$ cat config.mk
export PLATFORM = sky130hd
export DESIGN_NAME = moving_average_drop_confirm
export DESIGN_NICKNAME = d
export VERILOG_FILES = /design/src/hw/rtl/mavg_pkg.sv /design/src/hw/rtl/mavg_dp.sv /design/src/hw/rtl/mavg_ctrl.sv /design/src/hw/rtl/moving_average_drop_confirm.sv
export SDC_FILE = /design/constraint.sdc
export NUM_CORES = 1
export LEC_CHECK = 0
export BUFFER_PORTS_ARGS = -buffer_cell sky130_fd_sc_hd__buf_2
export CELL_PAD_IN_SITES_DETAIL_PLACEMENT = 1
export CELL_PAD_IN_SITES_GLOBAL_PLACEMENT = 1
export CORE_ASPECT_RATIO = 0.5
export CORE_MARGIN = 4
export CORE_UTILIZATION = 40
export CTS_BUF_LIST = sky130_fd_sc_hd__clkbuf_4
export CTS_CLUSTER_SIZE = 16
export DETAILED_ROUTE_END_ITERATION = 8
export PLACE_DENSITY = 0.68
export SLEW_MARGIN = 20
export SYNTH_ARGS = -nofsm -noshare
export SYNTH_HDL_FRONTEND = slang
export SYNTH_SLANG_ARGS = --single-unit
export TNS_END_PERCENT = 30
$ cat constraint.sdc
create_clock -name i_clk -period 7.4 [get_ports i_clk]
set_input_delay 1.48 -clock i_clk [delete_from_list [all_inputs] [get_ports i_clk]]
set_output_delay 1.48 -clock i_clk [all_outputs]
set_load 0.005 [all_outputs]
$ cat src/hw/rtl/mavg_pkg.sv
package mavg_pkg;

    localparam int WINDOW_DEPTH  = 16;
    localparam int PENDING_DEPTH = 8;

    localparam int SAMPLE_W = 16;
    localparam int RATIO_W  = 8;
    localparam int CONF_W   = 4;
    localparam int WSIZE_W  = 5;
    localparam int CFG_IDX_W  = 2;
    localparam int CFG_DATA_W = 8;

    localparam int WIN_AW  = (WINDOW_DEPTH > 1) ? $clog2(WINDOW_DEPTH) : 1;
    localparam int WCNT_W  = $clog2(WINDOW_DEPTH + 1);
    localparam int PEND_AW = (PENDING_DEPTH > 1) ? $clog2(PENDING_DEPTH) : 1;
    localparam int PCNT_W  = $clog2(PENDING_DEPTH + 1);
    localparam int SUM_W   = SAMPLE_W + $clog2(WINDOW_DEPTH + 1);
    localparam int DIV_CNT_W = $clog2(SUM_W + 1);

    typedef enum logic [CFG_IDX_W-1:0] {
        CFG_DROP_RATIO    = 2'd0,
        CFG_CONFIRM_COUNT = 2'd1,
        CFG_WINDOW_SIZE   = 2'd2,
        CFG_UNUSED        = 2'd3
    } t_cfg_idx;

    typedef enum logic [1:0] {
        ST_FIRST     = 2'd0,
        ST_NORMAL    = 2'd1,
        ST_HELD      = 2'd2,
        ST_CONFIRMED = 2'd3
    } t_filt_status;

    typedef struct packed {
        logic         load_raw;
        logic         div_start;
        logic         mul;
        logic         append;
        logic         flush_push;
        logic         pend_clear;
        logic         push_raw;
        logic         drop;
        logic         out_load;
        t_filt_status kind;
    } t_dp_cmd;

    typedef struct packed {
        logic count_zero;
        logic over_size;
        logic is_low;
        logic pend_reached;
        logic pend_left;
        logic div_busy;
        logic out_busy;
    } t_dp_stat;

endpackage

$ cat src/hw/rtl/mavg_dp.sv
module mavg_dp
    import mavg_pkg::*;
(
    input  logic                  i_clk,
    input  logic                  i_rst_n,
    input  logic                  i_cfg_valid,
    input  logic [CFG_IDX_W-1:0]  i_cfg_index,
    input  logic [CFG_DATA_W-1:0] i_cfg_data,
    input  logic [SAMPLE_W-1:0]   i_raw,
    input  t_dp_cmd               i_cmd,
    output t_dp_stat              o_stat,
    input  logic                  i_out_ready,
    output logic                  o_out_valid,
    output logic [SAMPLE_W-1:0]   o_out_len,
    output logic [1:0]            o_out_status
);

    // Configuration registers
    logic [RATIO_W-1:0] r_ratio;
    logic [CONF_W-1:0]  r_confirm;
    logic [WSIZE_W-1:0] r_wsize;

    // Window ring and pending store
    logic [SAMPLE_W-1:0] r_win  [WINDOW_DEPTH];
    logic [SAMPLE_W-1:0] r_pend [PENDING_DEPTH];
    logic [WIN_AW-1:0]   r_head;
    logic [WCNT_W-1:0]   r_count;
    logic [SUM_W-1:0]    r_sum;
    logic [PCNT_W-1:0]   r_pcount;
    logic [PCNT_W-1:0]   r_fidx;

    logic [SAMPLE_W-1:0] r_raw;
    logic [SAMPLE_W-1:0] r_thresh;

    // Restoring divider
    logic [SUM_W-1:0]     r_quo;
    logic [WCNT_W-1:0]    r_rem;
    logic [DIV_CNT_W-1:0] r_div_cnt;
    logic                 r_div_busy;

    logic                 r_out_valid;
    logic [SAMPLE_W-1:0]  r_out_len;
    t_filt_status         r_out_kind;

    logic [WCNT_W-1:0]   eff_wsize;
    logic [PCNT_W-1:0]   eff_conf;
    logic [SAMPLE_W-1:0] mean;
    logic [SAMPLE_W-1:0] push_val;
    logic                push_en;
    logic                win_full;
    logic [WCNT_W:0]     slot_sum;
    logic [WIN_AW-1:0]   slot;
    logic [WIN_AW-1:0]   head_inc;
    logic [SAMPLE_W-1:0] oldest;
    logic [WCNT_W:0]     trial;
    logic [WCNT_W:0]     trial_diff;
    logic                trial_ge;
    logic [SAMPLE_W+RATIO_W-1:0] product;

    always_comb begin
        if (r_wsize == '0) begin
            eff_wsize = WCNT_W'(1);
        end else if (32'(r_wsize) > WINDOW_DEPTH) begin
            eff_wsize = WCNT_W'(WINDOW_DEPTH);
        end else begin
            eff_wsize = WCNT_W'(r_wsize);
        end
        if (r_confirm == '0) begin
            eff_conf = PCNT_W'(1);
        end else if (32'(r_confirm) > PENDING_DEPTH) begin
            eff_conf = PCNT_W'(PENDING_DEPTH);
        end else begin
            eff_conf = PCNT_W'(r_confirm);
        end
    end

    assign mean     = r_quo[SAMPLE_W-1:0];
    assign push_en  = i_cmd.push_raw | i_cmd.flush_push;
    assign push_val = i_cmd.push_raw ? r_raw : r_pend[r_fidx[PEND_AW-1:0]];
    assign win_full = (32'(r_count) >= WINDOW_DEPTH);
    assign oldest   = r_win[r_head];
    assign head_inc = (32'(r_head) == WINDOW_DEPTH - 1) ? '0 : r_head + WIN_AW'(1);

    // With a full ring the oldest entry is overwritten in place.
    always_comb begin
        slot_sum = (WCNT_W+1)'(r_head) + (WCNT_W+1)'(r_count);
        if (win_full) begin
            slot = r_head;
        end else if (32'(slot_sum) >= WINDOW_DEPTH) begin
            slot = WIN_AW'(slot_sum - (WCNT_W+1)'(WINDOW_DEPTH));
        end else begin
            slot = WIN_AW'(slot_sum);
        end
    end

    assign trial      = {r_rem, r_quo[SUM_W-1]};
    assign trial_ge   = (trial >= {1'b0, r_count});
    assign trial_diff = trial - {1'b0, r_count};
    assign product    = r_quo[SAMPLE_W-1:0] * r_ratio;

    always_ff @(posedge i_clk) begin
        if (push_en) begin
            r_win[slot] <= push_val;
        end
        if (i_cmd.append && (32'(r_pcount) < PENDING_DEPTH)) begin
            r_pend[r_pcount[PEND_AW-1:0]] <= r_raw;
        end
        if (i_cmd.load_raw) begin
            r_raw <= i_raw;
        end
        if (i_cmd.mul) begin
            r_thresh <= product[SAMPLE_W+RATIO_W-1:RATIO_W];
        end
        if (i_cmd.div_start) begin
            r_quo <= r_sum;
            r_rem <= '0;
        end else if (r_div_busy) begin
            r_quo <= {r_quo[SUM_W-2:0], trial_ge};
            r_rem <= trial_ge ? trial_diff[WCNT_W-1:0] : trial[WCNT_W-1:0];
        end
        if (i_cmd.out_load) begin
            r_out_kind <= i_cmd.kind;
            if (i_cmd.kind == ST_FIRST || i_cmd.kind == ST_CONFIRMED) begin
                r_out_len <= r_raw;
            end else begin
                r_out_len <= mean;
            end
        end
    end

    always_ff @(posedge i_clk) begin
        if (!i_rst_n) begin
            r_ratio     <= RATIO_W'(128);
            r_confirm   <= CONF_W'(3);
            r_wsize     <= WSIZE_W'(8);
            r_head      <= '0;
            r_count     <= '0;
            r_sum       <= '0;
            r_pcount    <= '0;
            r_fidx      <= '0;
            r_div_cnt   <= '0;
            r_div_busy  <= 1'b0;
            r_out_valid <= 1'b0;
        end else begin
            if (i_cfg_valid) begin
                case (t_cfg_idx'(i_cfg_index))
                    CFG_DROP_RATIO: begin
                        r_ratio <= i_cfg_data[RATIO_W-1:0];
                    end
                    CFG_CONFIRM_COUNT: begin
                        r_confirm <= i_cfg_data[CONF_W-1:0];
                    end
                    CFG_WINDOW_SIZE: begin
                        r_wsize <= i_cfg_data[WSIZE_W-1:0];
                    end
                    default: begin
                    end
                endcase
            end

            if (push_en) begin
                if (win_full) begin
                    r_sum  <= r_sum - SUM_W'(oldest) + SUM_W'(push_val);
                    r_head <= head_inc;
                end else begin
                    r_sum   <= r_sum + SUM_W'(push_val);
                    r_count <= r_count + WCNT_W'(1);
                end
            end else if (i_cmd.drop) begin
                r_sum   <= r_sum - SUM_W'(oldest);
                r_head  <= head_inc;
                r_count <= r_count - WCNT_W'(1);
            end

            if (i_cmd.append && (32'(r_pcount) < PENDING_DEPTH)) begin
                r_pcount <= r_pcount + PCNT_W'(1);
            end else if (i_cmd.pend_clear) begin
                r_pcount <= '0;
            end

            if (i_cmd.flush_push) begin
                r_fidx <= r_fidx + PCNT_W'(1);
            end else if (i_cmd.pend_clear) begin
                r_fidx <= '0;
            end

            if (i_cmd.div_start) begin
                r_div_busy <= 1'b1;
                r_div_cnt  <= DIV_CNT_W'(SUM_W);
            end else if (r_div_busy) begin
                r_div_cnt <= r_div_cnt - DIV_CNT_W'(1);
                if (r_div_cnt == DIV_CNT_W'(1)) begin
                    r_div_busy <= 1'b0;
                end
            end

            if (i_cmd.out_load) begin
                r_out_valid <= 1'b1;
            end else if (i_out_ready) begin
                r_out_valid <= 1'b0;
            end
        end
    end

    assign o_stat.count_zero   = (r_count == '0);
    assign o_stat.over_size    = (r_count > eff_wsize);
    assign o_stat.is_low       = (r_raw < r_thresh);
    assign o_stat.pend_reached = (r_pcount >= eff_conf);
    assign o_stat.pend_left    = (r_fidx < r_pcount);
    assign o_stat.div_busy     = r_div_busy;
    assign o_stat.out_busy     = r_out_valid & ~i_out_ready;

    assign o_out_valid  = r_out_valid;
    assign o_out_len    = r_out_len;
    assign o_out_status = r_out_kind;

endmodule

$ cat src/hw/rtl/mavg_ctrl.sv
module mavg_ctrl
    import mavg_pkg::*;
(
    input  logic     i_clk,
    input  logic     i_rst_n,
    input  logic     i_in_valid,
    output logic     o_in_ready,
    input  t_dp_stat i_stat,
    output t_dp_cmd  o_cmd
);

    typedef enum logic [3:0] {
        S_IDLE,
        S_START,
        S_DIV,
        S_MUL,
        S_CMP,
        S_APPEND,
        S_CONF,
        S_FLUSH,
        S_PUSH_RAW,
        S_TRIM,
        S_OUT
    } t_state;

    t_state       r_state, n_state;
    t_filt_status r_kind, n_kind;

    always_ff @(posedge i_clk) begin
        if (!i_rst_n) begin
            r_state <= S_IDLE;
            r_kind  <= ST_FIRST;
        end else begin
            r_state <= n_state;
            r_kind  <= n_kind;
        end
    end

    assign o_in_ready = (r_state == S_IDLE) && i_rst_n;

    always_comb begin
        n_state = r_state;
        n_kind  = r_kind;
        o_cmd   = '0;
        o_cmd.kind = r_kind;
        case (r_state)
            S_IDLE: begin
                if (i_in_valid && i_rst_n) begin
                    o_cmd.load_raw = 1'b1;
                    n_state = S_START;
                end
            end
            S_START: begin
                if (i_stat.count_zero) begin
                    n_kind  = ST_FIRST;
                    n_state = S_PUSH_RAW;
                end else begin
                    // The first division gives the mean that the sample is checked against.
                    n_kind = ST_HELD;
                    o_cmd.div_start = 1'b1;
                    n_state = S_DIV;
                end
            end
            S_DIV: begin
                if (!i_stat.div_busy) begin
                    n_state = (r_kind == ST_NORMAL) ? S_OUT : S_MUL;
                end
            end
            S_MUL: begin
                o_cmd.mul = 1'b1;
                n_state = S_CMP;
            end
            S_CMP: begin
                if (i_stat.is_low) begin
                    n_kind  = ST_HELD;
                    n_state = S_APPEND;
                end else begin
                    n_kind  = ST_NORMAL;
                    n_state = S_FLUSH;
                end
            end
            S_APPEND: begin
                o_cmd.append = 1'b1;
                n_state = S_CONF;
            end
            S_CONF: begin
                if (i_stat.pend_reached) begin
                    n_kind  = ST_CONFIRMED;
                    n_state = S_FLUSH;
                end else begin
                    n_state = S_OUT;
                end
            end
            S_FLUSH: begin
                if (i_stat.pend_left) begin
                    o_cmd.flush_push = 1'b1;
                end else begin
                    o_cmd.pend_clear = 1'b1;
                    n_state = (r_kind == ST_NORMAL) ? S_PUSH_RAW : S_TRIM;
                end
            end
            S_PUSH_RAW: begin
                o_cmd.push_raw = 1'b1;
                n_state = S_TRIM;
            end
            S_TRIM: begin
                if (i_stat.over_size) begin
                    o_cmd.drop = 1'b1;
                end else if (r_kind == ST_NORMAL) begin
                    o_cmd.div_start = 1'b1;
                    n_state = S_DIV;
                end else begin
                    n_state = S_OUT;
                end
            end
            S_OUT: begin
                if (!i_stat.out_busy) begin
                    o_cmd.out_load = 1'b1;
                    n_state = S_IDLE;
                end
            end
            default: begin
                n_state = S_IDLE;
            end
        endcase
    end

endmodule

$ cat src/hw/rtl/moving_average_drop_confirm.sv
// Channel   Direction  Payload
// s_axis    in         tdata[15:0] raw_length
// m_axis    out        tdata[15:0] filtered_length, tuser[1:0] filter_status
// cfg       in         index[1:0] register, data[7:0] value (0 ratio, 1 confirm, 2 size)
//
// One word is in flight at a time. A first sample is stored and returned; a held
// drop runs the 21-step mean division, the threshold multiply, the compare and the
// pending append; a confirmed drop then flushes the pending entries and trims the
// window; a normal sample flushes, pushes, trims and divides a second time. The
// input is ready again the cycle after the result is loaded.
// Reset is synchronous and active low; the stores need no clearing pass.
// A stalled output holds its word while the next input is already being processed,
// and the next result waits until the output register is free.
module moving_average_drop_confirm
    import mavg_pkg::*;
(
    input  logic                  i_clk,
    input  logic                  i_rst_n,
    input  logic                  i_s_axis_tvalid,
    output logic                  o_s_axis_tready,
    input  logic [15:0]           i_s_axis_tdata,   // [15:0] raw_length
    output logic                  o_m_axis_tvalid,
    input  logic                  i_m_axis_tready,
    output logic [15:0]           o_m_axis_tdata,   // [15:0] filtered_length
    output logic [1:0]            o_m_axis_tuser,   // [1:0] filter_status
    input  logic                  i_cfg_valid,
    output logic                  o_cfg_ready,
    input  logic [CFG_IDX_W-1:0]  i_cfg_index,
    input  logic [CFG_DATA_W-1:0] i_cfg_data
);

    t_dp_cmd  cmd;
    t_dp_stat stat;

    assign o_cfg_ready = i_rst_n;

    mavg_ctrl u_ctrl (
        .i_clk      (i_clk),
        .i_rst_n    (i_rst_n),
        .i_in_valid (i_s_axis_tvalid),
        .o_in_ready (o_s_axis_tready),
        .i_stat     (stat),
        .o_cmd      (cmd)
    );

    mavg_dp u_dp (
        .i_clk        (i_clk),
        .i_rst_n      (i_rst_n),
        .i_cfg_valid  (i_cfg_valid),
        .i_cfg_index  (i_cfg_index),
        .i_cfg_data   (i_cfg_data),
        .i_raw        (i_s_axis_tdata),
        .i_cmd        (cmd),
        .o_stat       (stat),
        .i_out_ready  (i_m_axis_tready),
        .o_out_valid  (o_m_axis_tvalid),
        .o_out_len    (o_m_axis_tdata),
        .o_out_status (o_m_axis_tuser)
    );

endmodule

; ---- Word level (Yosys, flattened, before mapping)
; Memory sizes are Yosys's and may differ from the RTL's. A register that Yosys moved wholly into a read port is not among the register bits.
; Index checks and enable logic that the tools add are counted.
[word_totals]
reg_bits = 144
ramBits = 384
in_bits = 31
out_inout_bits = 21
word_cells = 168
memories = 2
[classes]
add_sub_neg = 12
mul = 1
n_lt_le_gt_ge = 10
eq_ne = 24
n_mux = 71
bitwise_logic = 4
reduce_logical = 24
[memory_table]
columns = memory, depth, width, read_ports, rd_clocked_by_memory_dff, write_ports, line
row1 = u_dp.r_win, 16, 16, 1, 1, 1, mavg_dp.sv:24  ; logic [SAMPLE_W-1:0] r_win [WINDOW_DEPTH];
row2 = u_dp.r_pend, 8, 16, 1, 1, 1, mavg_dp.sv:25  ; logic [SAMPLE_W-1:0] r_pend [PENDING_DEPTH];
[ops]
columns = operator, count
row1 = $mux 21, 5
row2 = $mux 4, 22
row3 = $pmux 4 s11, 1
row4 = $add 21x16->21, 2
row5 = $mux 5, 8
row6 = $mux 16, 2
row7 = $mul 16x8->24, 1
row8 = $mux 1, 24
row9 = $sub 21x16->21, 1
row10 = $eq 4x3->1 const B, 4
row11 = $eq 4x4->1 const B, 4
row12 = $lt 16x16->1, 1
row13 = $ne 2x2->1 const B, 8
row14 = $add 4x1->4 const B, 3
row15 = $reduce_and 2->1, 6
row16 = $logic_not 5->1, 2
row17 = $mux 2, 5
row18 = $reduce_bool 2->1, 5
row19 = $sub 5x1->5 const B, 2
row20 = $eq 4x2->1 const B, 2
row21 = $logic_not 4->1, 2
row22 = $add 4x5->6, 1
row23 = $ge 6x5->1, 1
row24 = $ge 6x5->1 const B, 1
row25 = other kinds (26), 33

; ---- Longest topological paths before layout
[depth]
depth_word = 10
ltp_mapped = 23
mapped_depth_nobuf = 21

; ---- Hierarchy
; From an unflattened synthesis, not the netlist that was laid out.
[hier_totals]
cells_unflattened = 1988
hier_area_um2 = 27717.8
[modules_own_cells]
columns = module, instances, cells_each, area_each_um2, seq_area_each_um2
row1 = mavg_dp, 1, 1899, 27079.7, 15144.5
row2 = mavg_ctrl, 1, 88, 630.6, 120.1
row3 = moving_average_drop_confirm, 1, 1, 7.5, 0.0

; ---- Least setup slack after synthesis
; No wires, ideal clock.
[synth_timing]
path_kind = reg-to-reg
startpoint = register with a tool-made name
endpoint = register u_dp.r_sum[19]
setup_ns = 0.126
t_arrival_ns = 5.439
required_time_ns = 7.274
slack_ns = 1.835
stages_incl_launch_ff = 24
path_buffers = 2
period_less_slack_ns = 5.565
cell_sequence = dfxtp_1 > clkbuf_1 > buf_1 > mux4_2 > mux4_2 > ha_1 > inv_1 > fa_1 > a211oi_1 > o21ai_2 > nand4_4 > a31o_2 > xor2_1 > a21oi_1 > ha_1 > nand2_1 > nor2_1 > nand4_1 > or3_1 > a21oi_1 > o311a_1 > o221ai_1 > a41oi_1 > o31ai_1
[synth_lines]
columns = item, line
row1 = "end signal, assigned", mavg_dp.sv:163  ; r_sum <= r_sum - SUM_W'(oldest) + SUM_W'(push_val);
row2 = "end signal, assigned", mavg_dp.sv:166  ; r_sum <= r_sum + SUM_W'(push_val);
row3 = "end signal, assigned", mavg_dp.sv:170  ; r_sum <= r_sum - SUM_W'(oldest);
row4 = "end, declared", mavg_dp.sv:28  ; logic [SUM_W-1:0] r_sum;

==> summary.md <==
| Metric | Value |
|---|---|
| Worst-path clk slew | `0.08 ns` |
| Startpoint class of the critical path | `flop` |
| FF-to-FF path depth | `21` |
| Cts hold-fix bufs | `0` |
| Max transition margin | `0.2765` |
| TritonCTS clock tree | `done` |
| CP endpoint kind | `flop` |
| Starting Density | `0.4080` |
| Initial antenna violation count | `3` |
| Routed wire length | `73.62 mm` |
| Max Slew Vio Count | `0` |
| Grt ovf | `0` |
| Post-route ant nets | `0` |
| Worst Path Required | `8.15 ns` |
| Cts bufs inserted | `133` |
| Switching power | `3.439 mW` |
| Min Clock Period, post-route | `5.889 ns` |
| Via count | `17.18k` |
| CTS root buf | `clkbuf_4` |
| Wire per inst | `23.26 um` |
| Post-layout utilization of the core | `0.4598` |
| Vias in the first global route | `18.46k` |
| Maximum vdd drop | `0.1312 mV` |
| H-tree depth | `4` |
| Hold depth | `2` |
| Max-Cap Viols | `0` |
| Worst Hold Launch | `u_dp.r_rem[4]$_SDFFE_PP0P_` |
| Register bit total from synthesis | `535` |
| # port buffers | `51` |
| Final nets | `2396` |
| Fraction of layout cells with a size suffix above 1 | `0.2391` |
| # setup viols final | `0` |
| Power density cells | `315.0 nW/um^2` |
| Part of the cycle the worst path needs | `0.7958` |
| Seq pwr share | `0.416` |
| Synth warn | `0` |
| Setup Fix Bufs, Post-CTS | `0` |
| Clk pwr share | `0.278` |
| Clk_lat worst skew | `0.90 ns` |
| Hpwl dp | `48.86 mm` |
| IO Pins | `52` |
| Synth Flop Type | `edfxtp_1` |
| DR DRC count | `0` |
| First-pass GRT wire length | `112.6 mm` |
| Distinct cells, synth | `77` |
| R2R setup slack | `1.51 ns` |
| Unrepaired setup endpoints after global routing | `no` |
| Fill count | `6887` |
| Logic pwr share | `0.306` |
| DR vias/cell | `5.427` |
| Mapped Cells | `1991` |
| FF-to-FF End | `u_dp.r_sum[19]$_SDFFE_PN0P_` |
| Synthesized Nets | `2229` |
| Avg Cell Area, Syn | `13.86 sq um` |
| 1st-iter DRT viols | `1169` |
| Die area | `73520 sq um` |
| CTS max path bufs | `3` |
| Core area | `67650 sq um` |
| Post-CTS sizing | `0` |
| Synth-to-layout area growth | `12.70%` |
| Post-synthesis sequential area ratio | `0.5531` |
| Chip height | `193.7 um` |
| Setup TNS | `0 ns` |
| Hold WC Path Type | `reg -> reg` |
| Final Hold Vio Count | `0` |
| Die Wd | `379.5 um` |
| Crit-path max FO | `43` |
| Worst Tran Pin Value | `1.085 ns` |
| Number of flops mapped to enable cells by yosys | `455` |
| Sw Ratio | `0.3510` |
| Outcome | `finished, final reports clean` |
| WS Path Type | `reg -> reg` |
| Drt first pass iters | `7` |
| WHS Endpoint | `u_dp.r_rem[4]$_SDFFE_PP0P_` |
| Global Route Usage Sum | `0.2037` |
| Fmax | `0.1698 GHz` |
| Row Count | `67` |
| P_int | `6.359 mW` |
| Critical path arrival | `6.64 ns` |
| Ys async rst share | `0` |
| Pleak | `11.54 nW` |
| Cell Area, Synth | `27600 sq um` |
| CTS Sinks | `535` |
| Routability cong. | `0.8426` |
| Setup Skew | `0.07205 ns` |
| Largest net degree at the start of global routing | `63` |
-- sequential cells by signal, summed over array words and instances (netlist names), 8 cells and up, named ones only --
signal          cells
u_dp.r_ratio        8
u_dp.r_quo         21
u_dp.r_sum         21
u_dp.o_out_len     16
u_dp.r_win        256
u_dp.r_pend       128
u_dp.r_raw         16
u_dp.r_thresh      16
-- how the worst max path moves through the flow --
stage / startpoint / end / cells past startpoint
floorplan: flop / u_dp.r_sum[19]$_SDFFE_PN0P_ / 23
global placement: flop / u_dp.r_sum[19]$_SDFFE_PN0P_ / 21
detailed placement: flop / u_dp.r_sum[19]$_SDFFE_PN0P_ / 21
CTS: flop / u_dp.r_sum[19]$_SDFFE_PN0P_ / 21
global route: flop / u_dp.r_sum[19]$_SDFFE_PN0P_ / 21
finish: flop / u_dp.r_sum[19]$_SDFFE_PN0P_ / 21
-- cells in the mapped netlist, drive strengths merged (5+ instances only) --
cell type	count	area (sq um)
o21a	15	112.6
nor3b	6	50.05
or2	6	37.54
a21o	27	202.7
a211oi	11	87.58
and2	80	500.5
nor4	5	46.29
dfxtp	80	1602
or3	8	50.05
buf	29	117.6
mux2	47	529.3
xnor2	42	386.6
o21bai	8	60.06
nor2	93	349.1
inv	172	645.6
nand4	11	83.83
mux4	112	2522
nor2b	36	225.2
a21boi	5	37.54
o211ai	6	45.04
nor3	27	135.1
nand2b	15	93.84
a31oi	14	87.58
o21ai	58	301.5
xor2	18	165.2
a21oi	74	374.1
fa	88	1762
and3	8	50.05
a221oi	5	43.79
clkbuf	54	202.7
o31ai	5	42.54
nand2	146	548.0
edfxtp	455	13660
mux2i	40	400.4
ha	119	1489
nand3	16	80.08
o221ai	6	52.55
-- critical path, cell delays in order, from the launching register on --
cell and delay [ns]:
dfxtp_4 0.92, buf_4 0.34, mux4_2 0.53, mux4_2 0.49, inv_1 0.09, ha_1 0.26, and4_1 0.22, o21ai_1 0.08
o211ai_1 0.29, nor2_1 0.11, xnor2_1 0.15, mux2_2 0.28, ha_1 0.34, nand2_1 0.08, nor2_1 0.19, nand4_1 0.11
or3_1 0.33, a21oi_1 0.23, o311a_1 0.23, o221ai_1 0.15, a41oi_1 0.23, o31ai_1 0.09
-- cell type report --
class / instances / area, sq um / area share
sequential: 535 / 15270 / 0.4909
multi-input combinational: 1201 / 11470 / 0.3688
clock buffer: 198 / 1486 / 0.04779
tap: 897 / 1122 / 0.03608
timing repair buffer: 115 / 735.7 / 0.02365
inverter: 172 / 645.6 / 0.02076
clock inverter: 42 / 360.3 / 0.01158
antenna: 5 / 12.51 / 0.0004023
-- through the flow --
stage	power, mW	area [sq um]	std cells	worst slack, ns	hold WS (ns)
2_1_floorplan	6.086	27600	1991	1.835	0.4300
3_3_place_gp	7.060	29240	2920	1.576	0.4593
3_5_place_dp	7.134	29250	2920	1.469	0.4664
4_1_cts	9.907	31090	3160	1.415	0.4786
5_1_grt	10.46	31100	3165	1.025	0.4988
6_report	9.798	31100	3165	1.511	0.4756
-- cell families after synthesis --
family | after synthesis | synth area share
AOI/OAI and AO/OA | 270 | 0.06519
xor gates and xnor gates | 60 | 0.01999
adders and majority gates | 207 | 0.1178
buffers and inverters | 255 | 0.03500
DFF | 535 | 0.5531
muxes | 199 | 0.1251
and+or+nand+nor | 465 | 0.08387
-- power by group through the flow --
stage               sequential, mW  clock, mW  combinational, mW
finish                        4.08       2.72               3.00
global route                  4.11       2.99               3.37
CTS                           4.08       2.81               3.02
detailed placement            4.14          0               3.00
global placement              4.13          0               2.93
floorplan                     3.89          0               2.20
-- per-layer routing --
metal | up-vias | track usage | share of wire
li1 | 7729 | - | -
met3 | 123 | 0.03969 | 0.056
met1 | 8868 | 0.2757 | 0.44
met5 | - | 0 | 0
met2 | 455 | 0.3338 | 0.48
met4 | 0 | 0.06193 | 0.023
-- cell usage in the layout, fill, tap and decap left out, types with 15 or more instances in the layout --
master    Yosys  routed
mux2i_1      40      40
nor3_1       27      21
o21ai_0      51      35
buf_2         1      51
a21oi_1      73      73
xnor2_1      41      41
and2_1       80      80
nand3_1      16      16
nor2_1       93      76
ha_1        119     119
nand2_1     146     146
nor2_2        0      17
o21ai_1       4      17
a21o_1       27      27
mux2_2       47      47
inv_1       170     170
clkbuf_4      0     198
edfxtp_1    455     455
buf_4         2      64
o21a_1       15      15
fa_1         88      88
dfxtp_1      80      77
clkinv_1      0      27
xor2_1       17      17
mux4_2      112     112
nor2b_1      36      36
Power figures use the tool's default switching activity.
